### src/hdl/dnsap_pkg.sv
// Package for the DNS answer parser: parse phases, result codes, packet state type
// and the protocol constants used by the parser and its testbench.
// No dependencies.
package dnsap_pkg;

   // Result codes carried on the result channel's tuser.
   typedef enum logic [1:0] {
      ST_OK        = 2'd0,
      ST_NOT_FOUND = 2'd1,
      ST_ERROR     = 2'd2
   } status_type;

   // Where in the message the next byte falls.
   typedef enum logic [2:0] {
      PH_HEADER = 3'd0,
      PH_NAME   = 3'd1,
      PH_LABEL  = 3'd2,
      PH_PTR2   = 3'd3,
      PH_QTAIL  = 3'd4,
      PH_FIXED  = 3'd5,
      PH_DATA   = 3'd6
   } phase_type;

   // Register indexes on the configuration channel.
   localparam logic [1:0] CSR_EXPECTED_ID = 2'd0;
   localparam logic [1:0] CSR_WANT_IPV6   = 2'd1;

   // Header flag bits and response codes.
   localparam logic [15:0] FLAG_RESPONSE  = 16'h8000;
   localparam logic [15:0] FLAG_TRUNCATED = 16'h0200;
   localparam logic [15:0] RCODE_MASK     = 16'h000f;
   localparam logic [15:0] RCODE_NXDOMAIN = 16'd3;

   // Name encoding.
   localparam logic [7:0] LABEL_KIND_MASK = 8'hc0;
   localparam logic [7:0] LABEL_LEN_MASK  = 8'h3f;

   // Record matching.
   localparam logic [15:0] CLASS_IN     = 16'd1;
   localparam logic [15:0] TYPE_A       = 16'd1;
   localparam logic [15:0] TYPE_AAAA    = 16'd28;
   localparam logic [15:0] LEN_A        = 16'd4;
   localparam logic [15:0] LEN_AAAA     = 16'd16;

   // Byte positions within the header, the question tail and the record fixed part.
   localparam logic [3:0] HDR_LAST_IDX   = 4'd11;
   localparam logic [3:0] QTAIL_BYTES    = 4'd4;
   localparam logic [3:0] FIX_RDLEN_IDX  = 4'd8;
   localparam logic [3:0] FIX_LAST_IDX   = 4'd9;

   typedef struct packed {
      phase_type   phase;
      logic [3:0]  field_index;
      logic [15:0] questions_left;
      logic [15:0] answers_left;
      logic [5:0]  label_left;
      logic [15:0] record_type;
      logic [15:0] record_class;
      logic [15:0] data_left;
      logic [63:0] addr_high;
      logic [63:0] addr_low;
      status_type  verdict;
      logic        verdict_fixed;
   } pkt_state_type;

   localparam pkt_state_type PKT_RESET = '{
      phase:          PH_HEADER,
      field_index:    4'd0,
      questions_left: 16'd0,
      answers_left:   16'd0,
      label_left:     6'd0,
      record_type:    16'd0,
      record_class:   16'd0,
      data_left:      16'd0,
      addr_high:      64'd0,
      addr_low:       64'd0,
      verdict:        ST_OK,
      verdict_fixed:  1'b0
   };

endpackage

### src/hdl/dns_answer_parser.sv
// DNS response parser: extracts the first matching A or AAAA address from a
// byte stream. Depends on dnsap_pkg.
//
// Usage
// -----
// The request channel (req_*) carries one byte of a DNS response payload per
// beat, with req_tlast marking the final byte. The configuration channel
// (csr_*) writes the expected transaction ID (index 0) and the IPv4/IPv6
// selection (index 1); it is always ready and should only be written between
// messages. The result channel (rsp_*) carries exactly one beat per message:
// the status on rsp_tuser and the raw address on rsp_tdata.
//
// Throughput is one byte per clock: each byte only updates a handful of
// counters and shift registers in the packet state register. The result is
// registered, so it appears on the cycle after the last byte is accepted.
// A finished result may wait in the output register while the next message's
// bytes keep flowing; only the final byte of a message is held off, and only
// if the previous result has not yet been taken.
//
// Reset clears the packet state, the output valid flag (not the output data) and
// both configuration registers (ID zero, IPv4 selected).
module dns_answer_parser
   import dnsap_pkg::*;
(
   input  logic         clock,
   input  logic         reset,
   // Request channel
   input  logic         req_tvalid,
   output logic         req_tready,
   input  logic [7:0]   req_tdata,   // [7:0] data_byte
   input  logic         req_tlast,   // last_byte
   // Result channel
   output logic         rsp_tvalid,
   input  logic         rsp_tready,
   output logic [127:0] rsp_tdata,   // [63:0] addr_high, [127:64] addr_low
   output logic [1:0]   rsp_tuser,   // [1:0] status
   // Configuration channel
   input  logic         csr_valid,
   output logic         csr_ready,
   input  logic [1:0]   csr_index,
   input  logic [15:0]  csr_wdata
);

   logic [15:0]   expected_id_ff;
   logic          want_ipv6_ff;

   pkt_state_type pkt_ff, pkt_in;

   logic          rsp_valid_ff, rsp_valid_in;
   status_type    rsp_status_ff, rsp_status_in;
   logic [63:0]   rsp_high_ff, rsp_high_in;
   logic [63:0]   rsp_low_ff, rsp_low_in;

   logic          req_fire;
   logic          rsp_fire;

   // A result left in the output register blocks only a byte that would
   // produce another one.
   assign req_tready = !(rsp_valid_ff && !rsp_tready) || !req_tlast;
   assign req_fire   = req_tvalid && req_tready;
   assign rsp_fire   = rsp_valid_ff && rsp_tready;
   assign csr_ready  = 1'b1;

   assign rsp_tvalid = rsp_valid_ff;
   assign rsp_tuser  = rsp_status_ff;
   assign rsp_tdata  = {rsp_low_ff, rsp_high_ff};

   // ---------------------------------------------------------------
   // Helpers for the per-byte state update
   // ---------------------------------------------------------------
   function automatic pkt_state_type fix(pkt_state_type s, status_type v);
      pkt_state_type r;
      r               = s;
      r.verdict       = v;
      r.verdict_fixed = 1'b1;
      return r;
   endfunction

   // Begin the next question or answer entry, or conclude that nothing matched.
   function automatic pkt_state_type start_entry(pkt_state_type s);
      pkt_state_type r;
      r             = s;
      r.field_index = 4'd0;
      if (s.questions_left != 16'd0 || s.answers_left != 16'd0) begin
         r.phase = PH_NAME;
      end else begin
         r = fix(r, ST_NOT_FOUND);
      end
      return r;
   endfunction

   function automatic pkt_state_type end_name(pkt_state_type s);
      pkt_state_type r;
      r              = s;
      r.field_index  = 4'd0;
      r.record_type  = 16'd0;
      r.record_class = 16'd0;
      r.phase        = (s.questions_left != 16'd0) ? PH_QTAIL : PH_FIXED;
      return r;
   endfunction

   function automatic pkt_state_type end_record(pkt_state_type s);
      pkt_state_type r;
      r              = s;
      r.answers_left = s.answers_left - 16'd1;
      return start_entry(r);
   endfunction

   // ---------------------------------------------------------------
   // Per-byte state update and result formation
   // ---------------------------------------------------------------
   always_comb begin
      pkt_state_type s;
      logic [15:0]   want_type;
      logic [15:0]   want_len;
      logic [3:0]    fi_next;
      logic [5:0]    lab_next;
      logic [15:0]   dl_next;

      s         = pkt_ff;
      want_type = want_ipv6_ff ? TYPE_AAAA : TYPE_A;
      want_len  = want_ipv6_ff ? LEN_AAAA : LEN_A;
      fi_next   = pkt_ff.field_index + 4'd1;
      lab_next  = pkt_ff.label_left - 6'd1;
      dl_next   = pkt_ff.data_left - 16'd1;

      rsp_valid_in  = rsp_fire ? 1'b0 : rsp_valid_ff;
      rsp_status_in = rsp_status_ff;
      rsp_high_in   = rsp_high_ff;
      rsp_low_in    = rsp_low_ff;

      if (req_fire && !pkt_ff.verdict_fixed) begin
         unique case (pkt_ff.phase)
            PH_HEADER: begin
               if (pkt_ff.field_index < 4'd2) begin
                  s.record_type = {pkt_ff.record_type[7:0], req_tdata};
               end else if (pkt_ff.field_index < 4'd4) begin
                  s.record_class = {pkt_ff.record_class[7:0], req_tdata};
               end else if (pkt_ff.field_index < 4'd6) begin
                  s.questions_left = {pkt_ff.questions_left[7:0], req_tdata};
               end else if (pkt_ff.field_index < 4'd8) begin
                  s.answers_left = {pkt_ff.answers_left[7:0], req_tdata};
               end
               if (pkt_ff.field_index >= HDR_LAST_IDX) begin
                  // ID and flags were gathered in the type and class fields.
                  if (pkt_ff.record_type != expected_id_ff
                      || (pkt_ff.record_class & FLAG_RESPONSE) == 16'd0
                      || (pkt_ff.record_class & FLAG_TRUNCATED) != 16'd0) begin
                     s = fix(s, ST_ERROR);
                  end else if ((pkt_ff.record_class & RCODE_MASK) == RCODE_NXDOMAIN) begin
                     s = fix(s, ST_NOT_FOUND);
                  end else if ((pkt_ff.record_class & RCODE_MASK) != 16'd0) begin
                     s = fix(s, ST_ERROR);
                  end else begin
                     s = start_entry(s);
                  end
               end else begin
                  s.field_index = fi_next;
               end
            end
            PH_NAME: begin
               if (req_tdata == 8'd0) begin
                  s = end_name(s);
               end else if ((req_tdata & LABEL_KIND_MASK) == LABEL_KIND_MASK) begin
                  s.phase = PH_PTR2;
               end else if ((req_tdata & LABEL_KIND_MASK) != 8'd0) begin
                  s = fix(s, ST_ERROR);
               end else begin
                  s.label_left = req_tdata[5:0];
                  s.phase      = PH_LABEL;
               end
            end
            PH_LABEL: begin
               s.label_left = lab_next;
               if (lab_next == 6'd0) begin
                  s.phase = PH_NAME;
               end
            end
            PH_PTR2: begin
               // The second pointer byte always ends the name.
               s = end_name(s);
            end
            PH_QTAIL: begin
               s.field_index = fi_next;
               if (fi_next >= QTAIL_BYTES) begin
                  s.questions_left = pkt_ff.questions_left - 16'd1;
                  s = start_entry(s);
               end
            end
            PH_FIXED: begin
               if (pkt_ff.field_index < 4'd2) begin
                  s.record_type = {pkt_ff.record_type[7:0], req_tdata};
               end else if (pkt_ff.field_index < 4'd4) begin
                  s.record_class = {pkt_ff.record_class[7:0], req_tdata};
               end else if (pkt_ff.field_index >= FIX_RDLEN_IDX) begin
                  s.data_left = {pkt_ff.data_left[7:0], req_tdata};
               end
               if (pkt_ff.field_index >= FIX_LAST_IDX) begin
                  // A record that does not match gets class zero, so its data
                  // is skipped without being gathered.
                  if (pkt_ff.record_class == CLASS_IN && pkt_ff.record_type == want_type
                      && s.data_left == want_len) begin
                     s.addr_high = 64'd0;
                     s.addr_low  = 64'd0;
                  end else begin
                     s.record_type  = 16'd0;
                     s.record_class = 16'd0;
                  end
                  if (s.data_left == 16'd0) begin
                     s = end_record(s);
                  end else begin
                     s.phase = PH_DATA;
                  end
               end else begin
                  s.field_index = fi_next;
               end
            end
            PH_DATA: begin
               if (pkt_ff.record_class == CLASS_IN) begin
                  s.addr_high = {pkt_ff.addr_high[55:0], pkt_ff.addr_low[63:56]};
                  s.addr_low  = {pkt_ff.addr_low[55:0], req_tdata};
               end
               s.data_left = dl_next;
               if (dl_next == 16'd0) begin
                  if (pkt_ff.record_class == CLASS_IN) begin
                     s = fix(s, ST_OK);
                  end else begin
                     s = end_record(s);
                  end
               end
            end
            default: begin
               s = fix(s, ST_ERROR);
            end
         endcase
      end

      pkt_in = s;

      // The last byte produces the result and returns the packet state to reset.
      if (req_fire && req_tlast) begin
         rsp_valid_in  = 1'b1;
         rsp_status_in = s.verdict_fixed ? s.verdict : ST_ERROR;
         rsp_high_in   = (rsp_status_in == ST_OK) ? s.addr_high : 64'd0;
         rsp_low_in    = (rsp_status_in == ST_OK) ? s.addr_low : 64'd0;
         pkt_in        = PKT_RESET;
      end
   end

   // ---------------------------------------------------------------
   // Registers
   // ---------------------------------------------------------------
   always_ff @(posedge clock) begin
      if (reset) begin
         expected_id_ff <= 16'd0;
         want_ipv6_ff   <= 1'b0;
         pkt_ff         <= PKT_RESET;
         rsp_valid_ff   <= 1'b0;
      end else begin
         if (csr_valid && csr_ready) begin
            if (csr_index == CSR_EXPECTED_ID) begin
               expected_id_ff <= csr_wdata;
            end else if (csr_index == CSR_WANT_IPV6) begin
               want_ipv6_ff <= csr_wdata[0];
            end
         end
         pkt_ff       <= pkt_in;
         rsp_valid_ff <= rsp_valid_in;
      end
   end

   always_ff @(posedge clock) begin
      rsp_status_ff <= rsp_status_in;
      rsp_high_ff   <= rsp_high_in;
      rsp_low_ff    <= rsp_low_in;
   end

endmodule

### config.mk
export PLATFORM = sky130hd
export DESIGN_NAME = dns_answer_parser
export DESIGN_NICKNAME = d
export VERILOG_FILES = /design/src/hdl/dnsap_pkg.sv /design/src/hdl/dns_answer_parser.sv
export SDC_FILE = /design/constraint.sdc
export NUM_CORES = 1
export LEC_CHECK = 0
export ABC_AREA = 0
export BUFFER_PORTS_ARGS = -buffer_cell sky130_fd_sc_hd__clkbuf_2
export CAP_MARGIN = 20
export CORE_MARGIN = 4
export CORE_UTILIZATION = 45
export DETAILED_ROUTE_END_ITERATION = 8
export GPL_TIMING_DRIVEN = 0
export PLACE_DENSITY = 0.71
export SLEW_MARGIN = 20
export SYNTH_ARGS = -nofsm -noshare
export SYNTH_HDL_FRONTEND = slang
export SYNTH_SLANG_ARGS = --single-unit
### constraint.sdc
create_clock -name clock -period 6.4 [get_ports clock]
set_clock_uncertainty 0.15 [all_clocks]
set_input_delay 0.64 -clock clock [delete_from_list [all_inputs] [get_ports clock]]
set_output_delay 0.64 -clock clock [all_outputs]
set_load 0.02 [all_outputs]
* Word-level counts from Yosys, hierarchy flattened
Cells that the tools add are included.
** Storage, ports and cells
- Bits in registers :: 372
- Input bits :: 32
- Output and inout port bits :: 133
- Word-level logic and storage cells :: 183
** Cells by class
- $add $sub $neg :: 5
- Magnitude comparators :: 8
- Equal/unequal tests :: 34
- Muxes and demuxes :: 59
- Bitwise logic cells :: 8
- Reduce and logical (&&, ||, !) cells :: 51
** Operators by type and width (number)
- two-way mux 224 bit :: 7
- case mux 179 bit (7 select lines) :: 1
- two-way mux 217 bit :: 2
- two-way mux 128 bit :: 2
- two-way mux 32 bit :: 8
- two-way mux 221 bit :: 1
- case mux 36 bit (6 select lines) :: 1
- two-way mux 185 bit :: 1
- two-way mux 16 bit :: 10
- two-way mux 131 bit :: 1
- nonzero test 16 bit :: 7
- zero test 16 bit :: 3
- subtractor 16 x 1 -> 16 bit (second input constant) :: 3
- two-way mux 3 bit :: 14
- case mux 6 bit (6 select lines) :: 1
- equality test 16 x 5 -> 1 bit :: 2
- inequality test 2 bit (second input constant) :: 16
- AND reduction 9 bit :: 3
- case mux 3 bit (7 select lines) :: 1
- equality test 16 x 1 -> 1 bit (second input constant) :: 1
- inequality test 16 bit :: 1
- AND reduction 14 bit :: 1
- AND reduction 7 bit :: 2
- greater-or-equal comparator 4 bit (second input constant) :: 3
- other kinds (37) :: 73

* Longest topological paths before layout
Gate-level depths: netlist (run 1).
- Depth in word-level cells :: 18
- Gate-level depth with buffers :: 15
- Gate-level depth less buffers :: 10

* Worst setup path before layout (run 1)
OpenSTA, ideal clock, no wires.
- Path type :: input to register
- From :: input rsp_tready
- To :: register pkt_ff[153] (netlist bit)
- Library setup time :: 117 ps
- Data arrival time :: 5210 ps
- Required time :: 6133 ps
- Setup slack :: 923 ps
- Stages on the path :: 7
- Path buffers :: 2
- Cells stage by stage :: nand2b_1 > and3_1 > or2_2 > clkbuf_1 > o22ai_1 > clkbuf_1 > a22o_1
** Between the ends
- Cells in the longest elaborated chain, start to end :: 7
- Elaborated cells between the ends (all ways) :: 9
- Classes of those cells :: reduce/logical (9)
** Ends and longest elaborated chain
- from (decl) :: RTL line dns_answer_parser.sv:34 : input logic rsp_tready,
- zero test 1 bit * :: RTL line dns_answer_parser.sv:59 : assign req_tready = !(rsp_valid_ff && !rsp_tready) || !req_tlast;
- logical AND 1 bit * :: RTL line dns_answer_parser.sv:59
- zero test 1 bit * :: RTL line dns_answer_parser.sv:59
- logical OR 1 bit * :: RTL line dns_answer_parser.sv:59
- logical AND 1 bit * :: RTL line dns_answer_parser.sv:60 : assign req_fire = req_tvalid && req_tready;
- logical AND 1 bit (on tied branches) :: RTL line dns_answer_parser.sv:132, dns_answer_parser.sv:241
- AND reduction 6 bit (no source line) / OR reduction 2 bit (equally long branches)
- to (signal assigned) :: RTL line dns_answer_parser.sv:267 : pkt_ff <= pkt_in;
- to (decl) :: RTL line dns_answer_parser.sv:47 : pkt_state_type pkt_ff, pkt_in;
Mark *: on every way between the ends. The rest lies on a longest branch, timed or not.
A chain may end at the register's enable or synchronous reset.

* Final worst setup path (run 1)
- From :: register pkt_ff[202] (netlist bit)
- To :: register rsp_high_ff[63] (data pin)
** Between the ends
- Cells in the longest elaborated chain, start to end :: 16
- Elaborated cells between the ends (all ways) :: 29
- Classes of those cells :: add/sub (1); mux (21); reduce/logical (7)
** Ends and longest elaborated chain
- two-way mux 16 bit :: RTL line dns_answer_parser.sv:139 : end else if (pkt_ff.field_index < 4'd6) begin
- two-way mux 32 bit :: RTL line dns_answer_parser.sv:137 : end else if (pkt_ff.field_index < 4'd4) begin
- two-way mux 32 bit :: RTL line dns_answer_parser.sv:135 : if (pkt_ff.field_index < 4'd2) begin
- two-way mux 32 bit :: RTL line dns_answer_parser.sv:133 : unique case (pkt_ff.phase)
- two-way mux 32 bit :: RTL line dns_answer_parser.sv:132 : if (req_fire && !pkt_ff.verdict_fixed) begin
- nonzero test 16 bit :: RTL line dns_answer_parser.sv:84 : if (s.questions_left != 16'd0 || s.answers_left != 16'd0) begin
- logical OR 1 bit :: RTL line dns_answer_parser.sv:84
- two-way mux 3 bit :: RTL line dns_answer_parser.sv:84
- two-way mux 224 bit :: RTL line dns_answer_parser.sv:152 : end else if ((pkt_ff.record_class & RCODE_MASK) != 16'd0) begin
- two-way mux 224 bit :: RTL line dns_answer_parser.sv:150 : end else if ((pkt_ff.record_class & RCODE_MASK) == RCODE_NXDOMAIN) begin
- two-way mux 224 bit :: RTL line dns_answer_parser.sv:146 : if (pkt_ff.record_type != expected_id_ff
- two-way mux 217 bit :: RTL line dns_answer_parser.sv:144 : if (pkt_ff.field_index >= HDR_LAST_IDX) begin
- case mux 179 bit (7 select lines) * :: RTL line dns_answer_parser.sv:133
- two-way mux 131 bit * :: RTL line dns_answer_parser.sv:132
- two-way mux 2 bit * :: RTL line dns_answer_parser.sv:243 : rsp_status_in = s.verdict_fixed ? s.verdict : ST_ERROR;
- zero test 2 bit * :: RTL line dns_answer_parser.sv:244 : rsp_high_in = (rsp_status_in == ST_OK) ? s.addr_high : 64'd0;
- to (signal assigned) :: RTL line dns_answer_parser.sv:274 : rsp_high_ff <= rsp_high_in;
- to (decl) :: RTL line dns_answer_parser.sv:51 : logic [63:0] rsp_high_ff, rsp_high_in;
Mark *: on every way between the ends. The rest lies on a longest branch, timed or not. The select of a mux whose other input is x is not followed.

==> results of run 1 <==
-- routing by layer --
metal / share of wire / global-route usage / vias to the layer above
met5: 0 / 0 / -
li1: - / - / 7172
met4: 0.034 / 0.0945 / 0
met2: 0.47 / 0.380 / 719
met1: 0.42 / 0.320 / 7348
met3: 0.075 / 0.0358 / 123
-- critical path: cells and delay by family, from the launching register on --
family,cells,cell delay (ps)
and+or+nand+nor,2,780
adders and majority gates,1,200
buffers and inverters,5,1630
DFF,1,390
AOI/OAI and AO/OA,6,1510
-- kinds of logic after synthesis --
family	count (synthesis)	synth area share
multiplexers	21	0.0127
AO/OA/AOI/OAI	493	0.190
flip-flops	372	0.498
adder cells (fa/ha/maj)	13	0.00926
XOR/XNOR	24	0.0120
AND/OR/NAND/NOR	710	0.229
other	1	0.000213
buffers and inverters	188	0.0491
-- power groups by stage --
stage / Sequential (W) / Combinational [W] / Clock (W)
final: 0.00251 / 0.000351 / 0.00233
after global routing: 0.00252 / 0.000376 / 0.00246
after CTS: 0.00252 / 0.000349 / 0.00237
after detailed placement: 0.00257 / 0.000347 / 0
after global placement: 0.00257 / 0.000337 / 0
after floorplan: 0.00261 / 0.000174 / 0
-- through the flow --
| step | setup slack [ps] | cells | hold WS, ps | setup TNS, ps |
|---|---|---|---|---|
| detailed placement | 1640 | 2501 | 313 | 0 |
| floorplan | 923 | 1822 | 290 | 0 |
| finish | 1430 | 2575 | 138 | 0 |
| CTS | 1600 | 2575 | 114 | 0 |
| global placement | -1200 | 2499 | 303 | -177000 |
| global route | 1250 | 2575 | 144 | 0 |
-- registers in the layout, indices dropped and copies added (netlist names) --
| register | flops |
|---|---|
| expected_id_ff | 16 |
| rsp_high_ff | 64 |
| rsp_low_ff | 64 |
| rsp_tuser | 2 |
| want_ipv6_ff | 1 |
| rsp_tvalid | 1 |
| pkt_ff | 224 |
-- final timing paths --
check,endpoint,slack [ps],depth (start not counted)
hold reg to reg,expected_id_ff[3]$_SDFFE_PP0P_,320,2
setup reg to reg,rsp_high_ff[63]$_SDFFCE_PP0P_,1430,14
setup / recovery,rsp_high_ff[63]$_SDFFCE_PP0P_,1430,14
hold / removal,expected_id_ff[12]$_SDFFE_PP0P_,140,3
-- layout by cell type (no fill, tap or decap), types with 17 or more instances in the layout --
master     synthesis  layout
inv_1             20      20
mux2i_1           19      19
a22oi_1          142     142
edfxtp_1         130     130
dfxtp_1          242     242
buf_2             17      17
clkbuf_2           0     159
a22o_1            33      33
nor2_1           234     234
xnor2_1           20      20
clkbuf_16          0      42
nor3_1            62      62
nand2_1          123     123
nand4_1           19      19
a21oi_1          101     101
nor3_2           113     113
o21ai_0           93      93
nor4_1            22      22
nand2b_1          17      17
clkbuf_1         117     124
-- cell type report --
class	instances	area [sq um]	share of cell area
plain buffers	167	783	0.0384
clock buffers	57	1190	0.0582
clock inverters	17	146	0.00717
inverters	21	78.8	0.00386
multi-input cells	1262	7970	0.390
flip-flops and latches	372	8750	0.429
well taps	518	648	0.0318
repair buffers	161	851	0.0417
==> metrics.txt, run 1 <==
# TYPE chip_impl_metric gauge
chip_impl_info{name="status",value="finished clean"} 1
chip_impl_metric{name="num-fill-cells",unit=""} 3442
chip_impl_metric{name="placement.cell_area",unit="sq mm"} 0.0191
chip_impl_metric{name="detail-route-antenna-nets",unit=""} 0
chip_impl_info{name="synth_ff_type",value="dfxtp_1"} 1
chip_impl_metric{name="worst_pin_slew",unit="ps"} 1150
chip_impl_metric{name="overflow",unit=""} 0
chip_impl_info{name="synthTopCellsByArea",value="dfxtp_1 28%, edfxtp_1 22%, nor3_2 6.4%, a22oi_1 6.1%, nor2_1 5.0%"} 1
chip_impl_info{name="synth.most_common_cell",value="dfxtp_1"} 1
chip_impl_metric{name="routedWlPerCell",unit="um"} 20.0
chip_impl_metric{name="place.gp.congestion",unit=""} 0.971
chip_impl_metric{name="pwr-share-comb",unit=""} 0.068
chip_impl_metric{name="drt_wl_total",unit="um"} 51600
chip_impl_metric{name="maximum_resistive_drop_on_vdd",unit="V"} 0.000215
chip_impl_info{name="grt_setup_unrepaired",value="false"} 1
chip_impl_info{name="timing.critical_path.slowest_stage_cell",value="nor4_1"} 1
chip_impl_metric{name="critical_path_peak_fanout",unit=""} 10
chip_impl_metric{name="layout_worst_path_cycle_share",unit=""} 0.777
chip_impl_metric{name="area_growth",unit="%"} 16.2
chip_impl_metric{name="postSynthAreaPerCell",unit="sq um"} 9.64
chip_impl_metric{name="design.final.nets",unit=""} 2070
chip_impl_info{name="crit_path_cell_trace",value="clkbuf_1, inv_1, ha_1, clkbuf_1, o21ai_0, o21ai_0, a32oi_1, nor4_1, a22oi_1, a21boi_0, a31oi_1, buf_2, buf_4, nor3_2"} 1
chip_impl_metric{name="clk_transition_reported_paths",unit="ps"} 60
chip_impl_info{name="timing.critical_path.to_type",value="flop"} 1
chip_impl_info{name="path_type_of_the_worst_min_delay_path",value="input port to flop"} 1
chip_impl_metric{name="grt_pass1_vias",unit=""} 14300
chip_impl_metric{name="synthesized_netlist_net_count",unit=""} 1867
chip_impl_metric{name="max_cap_violations",unit=""} 0
chip_impl_metric{name="clk_latency",unit="ps"} 580
chip_impl_metric{name="synth_cell_types",unit=""} 80
chip_impl_info{name="setup.worst_path.start",value="pkt_ff[202]$_SDFFE_PP0P_"} 1
chip_impl_metric{name="cts_inserted_buffers",unit=""} 40
chip_impl_metric{name="post-layout-total-power",unit="W"} 0.00520
chip_impl_metric{name="grt_use_total",unit=""} 0.236
chip_impl_metric{name="power_per_cell_area",unit="mW/mm^2"} 255
chip_impl_metric{name="leakage",unit="nW"} 6.65
chip_impl_metric{name="h-tree-depth",unit=""} 2
chip_impl_metric{name="hold_buffers",unit=""} 0
chip_impl_info{name="largest_area_contributor_in_the_netlist",value="dfxtp_1"} 1
chip_impl_metric{name="share_of_the_yosys_chip_area_belonging_to_registers",unit=""} 0.498
chip_impl_metric{name="fraction_of_layout_instances_using_a_drive_strength_above_1",unit=""} 0.196
chip_impl_metric{name="floorplan.die_area",unit="sq mm"} 0.0423
chip_impl_metric{name="finish.instance_area",unit="sq mm"} 0.0204
chip_impl_metric{name="relSlewSlack",unit=""} 0.235
chip_impl_info{name="hold_path.startpoint",value="csr_wdata[12]"} 1
chip_impl_metric{name="synth_largest_type_area_fraction",unit=""} 0.276
chip_impl_metric{name="cts_sinks",unit=""} 372
chip_impl_info{name="timing_worst_setup_path_type",value="flop to flop"} 1
chip_impl_metric{name="post_cts.repair.setup_buffers",unit=""} 0
chip_impl_info{name="worst_setup_path_start_kind",value="flop"} 1
chip_impl_metric{name="power.switching",unit="W"} 0.00124
chip_impl_metric{name="yosys_warnings",unit=""} 0
chip_impl_metric{name="grt_start_max_net_pins",unit=""} 64
chip_impl_metric{name="fp.dieH",unit="um"} 206
chip_impl_metric{name="fp-row-count",unit=""} 72
chip_impl_info{name="timing.rr.start",value="pkt_ff[202]$_SDFFE_PP0P_"} 1
chip_impl_metric{name="grt_antenna_before_repair",unit=""} 0
chip_impl_info{name="clk_root_buffer_cell",value="clkbuf_16"} 1
chip_impl_metric{name="final_core_util",unit=""} 0.528
chip_impl_metric{name="detailroute.via_count",unit=""} 15400
chip_impl_metric{name="portBuffers",unit=""} 159
chip_impl_metric{name="die_width",unit="um"} 206
chip_impl_metric{name="half_perimeter_wire_length_of_the_detailed_placement_result",unit="um"} 36500
chip_impl_metric{name="drcViolationCount",unit=""} 0
chip_impl_metric{name="postSynthRegisterBits",unit=""} 372
chip_impl_metric{name="share_clk_of_total_power",unit=""} 0.449
chip_impl_metric{name="power.sequential.fraction",unit=""} 0.484
chip_impl_metric{name="maxClockFrequency",unit="GHz"} 0.201
chip_impl_metric{name="grt_first_pass_wirelength",unit="um"} 79900
chip_impl_metric{name="io_pins",unit=""} 165
chip_impl_metric{name="cp_data_required_time",unit="ps"} 6540
chip_impl_metric{name="cts_resized",unit=""} 0
chip_impl_info{name="cts_tree",value="built"} 1
chip_impl_metric{name="antenna-diode-count",unit=""} 0
chip_impl_metric{name="timing_hold_violations_final",unit=""} 0
chip_impl_metric{name="cts-root-to-sink-buffers",unit=""} 3
chip_impl_metric{name="synth-edff-count",unit=""} 130
chip_impl_metric{name="timing.critical_path.arrival",unit="ps"} 5110
chip_impl_metric{name="post-route-min-period",unit="ps"} 4970
chip_impl_metric{name="core_area",unit="sq mm"} 0.0386
chip_impl_metric{name="setup_violations",unit=""} 0
chip_impl_metric{name="firstDrtPassIters",unit=""} 6
chip_impl_metric{name="switching_share",unit=""} 0.238
chip_impl_metric{name="syn_inst",unit=""} 1822
chip_impl_metric{name="max_stage_delay",unit="ps"} 690
chip_impl_metric{name="synth-async-reset-ratio",unit=""} 0
chip_impl_metric{name="initial_core_util",unit=""} 0.455
chip_impl_info{name="synthTopCellsByCount",value="242 x dfxtp_1, 234 x nor2_1, 142 x a22oi_1, 130 x edfxtp_1, 123 x nand2_1"} 1
chip_impl_metric{name="timing.final.max_slew_violations",unit=""} 0
chip_impl_metric{name="drt_iter0_markers",unit=""} 1474
chip_impl_metric{name="mappedNetlistArea",unit="sq mm"} 0.0176
chip_impl_metric{name="power.internal",unit="W"} 0.00396
chip_impl_metric{name="detail_route.vias_per_cell",unit=""} 5.97
Power figures use the tool's default switching activity.
==> run 2: changes to the inputs <==
--- a/config.mk
+++ b/config.mk
@@ -12,7 +12,7 @@
 export CORE_UTILIZATION = 45
 export DETAILED_ROUTE_END_ITERATION = 8
 export GPL_TIMING_DRIVEN = 0
-export PLACE_DENSITY = 0.71
+export PLACE_DENSITY = 0.74
 export SLEW_MARGIN = 20
 export SYNTH_ARGS = -nofsm -noshare
 export SYNTH_HDL_FRONTEND = slang
==> constraint.sdc (replaced) <==
create_clock -name clock -period 4.5 [get_ports clock]
set_clock_uncertainty 0.15 [all_clocks]
set_input_delay 0.45 -clock clock [delete_from_list [all_inputs] [get_ports clock]]
set_output_delay 0.45 -clock clock [all_outputs]
set_load 0.02 [all_outputs]
==> metrics.txt, run 2 (synthesized netlist as in run 1, its figures left out) <==
# TYPE chip_impl_metric gauge
chip_impl_metric{name="cp_data_required_time",unit="ps"} 4650
chip_impl_metric{name="h-tree-depth",unit=""} 2
chip_impl_metric{name="power_per_cell_area",unit="mW/mm^2"} 362
chip_impl_metric{name="detailroute.via_count",unit=""} 15400
chip_impl_info{name="mostFrequentLayoutCells",value="242 x dfxtp_1, 234 x nor2_1, 163 x clkbuf_2"} 1
chip_impl_metric{name="detail_route.vias_per_cell",unit=""} 5.96
chip_impl_metric{name="floorplan.die_area",unit="sq mm"} 0.0423
chip_impl_metric{name="maximum_resistive_drop_on_vdd",unit="V"} 0.000261
chip_impl_metric{name="cts_inserted_buffers",unit=""} 40
chip_impl_metric{name="design.final.nets",unit=""} 2087
chip_impl_metric{name="timing.final.max_slew_violations",unit=""} 0
chip_impl_metric{name="largest_reg_flops",unit=""} 224
chip_impl_info{name="layout_top_registers",value="pkt_ff (224), rsp_high_ff (64), rsp_low_ff (64)"} 1
chip_impl_metric{name="drt_iter0_markers",unit=""} 1428
chip_impl_metric{name="post-layout-total-power",unit="W"} 0.00748
chip_impl_metric{name="antenna-diode-count",unit=""} 0
chip_impl_metric{name="io_pins",unit=""} 165
chip_impl_metric{name="grt_first_pass_wirelength",unit="um"} 82400
chip_impl_metric{name="routedWlPerCell",unit="um"} 20.4
chip_impl_metric{name="post-route-worst-setup-slack",unit="ps"} 264
chip_impl_metric{name="place_worst_setup_slack",unit="ps"} -351
chip_impl_metric{name="final-instance-count-excl-fill",unit=""} 2592
chip_impl_metric{name="maxClockFrequency",unit="GHz"} 0.236
chip_impl_metric{name="drt_wl_total",unit="um"} 52800
chip_impl_info{name="path_type_of_the_worst_min_delay_path",value="input port to flop"} 1
chip_impl_metric{name="half_perimeter_wire_length_of_the_detailed_placement_result",unit="um"} 37200
chip_impl_metric{name="place.gp.congestion",unit=""} 0.968
chip_impl_info{name="worst_setup_path_start_kind",value="flop"} 1
chip_impl_metric{name="layout_worst_path_cycle_share",unit=""} 0.941
chip_impl_info{name="cts_tree",value="built"} 1
chip_impl_metric{name="worst_pin_slew",unit="ps"} 1070
chip_impl_metric{name="fraction_of_layout_instances_using_a_drive_strength_above_1",unit=""} 0.200
chip_impl_info{name="timing.critical_path.to_type",value="flop"} 1
chip_impl_metric{name="post_cts.repair.setup_buffers",unit=""} 0
chip_impl_info{name="timing_worst_setup_path_type",value="flop to flop"} 1
chip_impl_info{name="status",value="finished clean"} 1
chip_impl_metric{name="relSlewSlack",unit=""} 0.289
chip_impl_metric{name="clk_transition_reported_paths",unit="ps"} 60
chip_impl_metric{name="cts-root-to-sink-buffers",unit=""} 3
chip_impl_metric{name="overflow",unit=""} 0
chip_impl_metric{name="numPlacedInstances",unit=""} 2501
chip_impl_metric{name="grt_antenna_before_repair",unit=""} 0
chip_impl_metric{name="leakage",unit="nW"} 6.75
chip_impl_metric{name="fp.dieH",unit="um"} 206
chip_impl_metric{name="setup-tns-final",unit="ps"} 0
chip_impl_metric{name="final_core_util",unit=""} 0.534
chip_impl_metric{name="num-fill-cells",unit=""} 3383
chip_impl_metric{name="grt_start_max_net_pins",unit=""} 63
chip_impl_info{name="registers.top_by_ff_count",value="pkt_ff"} 1
chip_impl_metric{name="post-route-min-period",unit="ps"} 4240
chip_impl_metric{name="timing_hold_violations_final",unit=""} 0
chip_impl_metric{name="timing.critical_path.arrival",unit="ps"} 4380
chip_impl_info{name="clk_root_buffer_cell",value="clkbuf_16"} 1
chip_impl_metric{name="core_area",unit="sq mm"} 0.0386
chip_impl_metric{name="fp-row-count",unit=""} 72
chip_impl_metric{name="cts_sinks",unit=""} 372
chip_impl_metric{name="clk_latency",unit="ps"} 580
chip_impl_metric{name="firstDrtPassIters",unit=""} 6
chip_impl_metric{name="area_growth",unit="%"} 17.4
chip_impl_metric{name="grt_use_total",unit=""} 0.244
chip_impl_metric{name="setup_violations",unit=""} 0
chip_impl_metric{name="detail-route-antenna-nets",unit=""} 0
chip_impl_metric{name="critical_path_peak_fanout",unit=""} 10
chip_impl_info{name="layout.cells.most_common",value="dfxtp_1"} 1
chip_impl_metric{name="register_area",unit="sq mm"} 0.00875
chip_impl_metric{name="grt_pass1_vias",unit=""} 14800
chip_impl_metric{name="initial_core_util",unit=""} 0.455
chip_impl_metric{name="die_width",unit="um"} 206
chip_impl_metric{name="portBuffers",unit=""} 159
chip_impl_metric{name="drcViolationCount",unit=""} 0
chip_impl_info{name="grt_setup_unrepaired",value="false"} 1
chip_impl_metric{name="multi_input_comb_area",unit="sq mm"} 0.00798
chip_impl_metric{name="max_cap_violations",unit=""} 0
-- run 2: cell count changes in the layout (fill, tap and decap cells not counted), moves of 4 or more --
cell / previous run / this run
clkbuf_8: 8 / 2
clkbuf_2: 159 / 163
dlygate4sd3_1: 0 / 17
clkinv_2: 4 / 9
clkbuf_1: 124 / 117
-- run 2: where the power goes --
group          switching (W)  internal (W)
clock network        0.00144       0.00194
registers          0.0000386       0.00354
logic               0.000376      0.000146
total                0.00186       0.00562
-- run 2: final timing paths --
path                                                     start                              to  slack (ps)  depth (start not counted)
worst max register to register        pkt_ff[186]$_SDFFE_PP0P_   rsp_high_ff[13]$_SDFFCE_PP0P_         260                         12
worst min register to register  expected_id_ff[5]$_SDFFE_PP0P_  expected_id_ff[5]$_SDFFE_PP0P_         320                          2
worst min-delay path                                req_tvalid         rsp_tvalid$_SDFFE_PP0P_          60                          3
worst max-delay path                  pkt_ff[186]$_SDFFE_PP0P_   rsp_high_ff[13]$_SDFFCE_PP0P_         260                         12
-- run 2: worst max-delay path, stage by stage (launching register included) --
cell and delay (ps):
dfxtp_1 490, inv_1 160, ha_1 290, or3b_2 480, o32ai_2 180, a22oi_1 160
a2111oi_4 630, a22oi_1 210, a21boi_0 220, a31oi_2 310, buf_4 290, buf_2 260
nor3_1 110
-- run 2: per-layer routing --
layer | up-vias | global-route usage | wire length, um
li1 | 7210 | - | -
met1 | 7416 | 0.327 | 21900
met2 | 706 | 0.406 | 25300
met3 | 115 | 0.0392 | 3960
met4 | 0 | 0.0794 | 1560
met5 | - | 0 | 0
-- run 2: per-stage QoR --
stage / hold WS (ps) / instance area (sq um)
after floorplan: 290 / 17600
after global routing: 82.4 / 20600
after detailed placement: 310 / 19100
final: 59.2 / 20600
after global placement: 304 / 19000
after CTS: 33.2 / 20600
-- run 2: final cells by class --
cell class | instances | share of cell area
inverters | 21 | 0.00382
clock inverters | 28 | 0.0152
plain buffers | 167 | 0.0383
well taps | 518 | 0.0314
clock buffers | 46 | 0.0506
flip-flops and latches | 372 | 0.424
multi-input cells | 1262 | 0.387
repair buffers | 178 | 0.0495
-- run 2: what timing repair did --
item	in CTS	in global routing
hold buffers	17	0
gates resized for setup	4	7
endpoints found under the setup margin	115	134
hold endpoints to repair	17	0
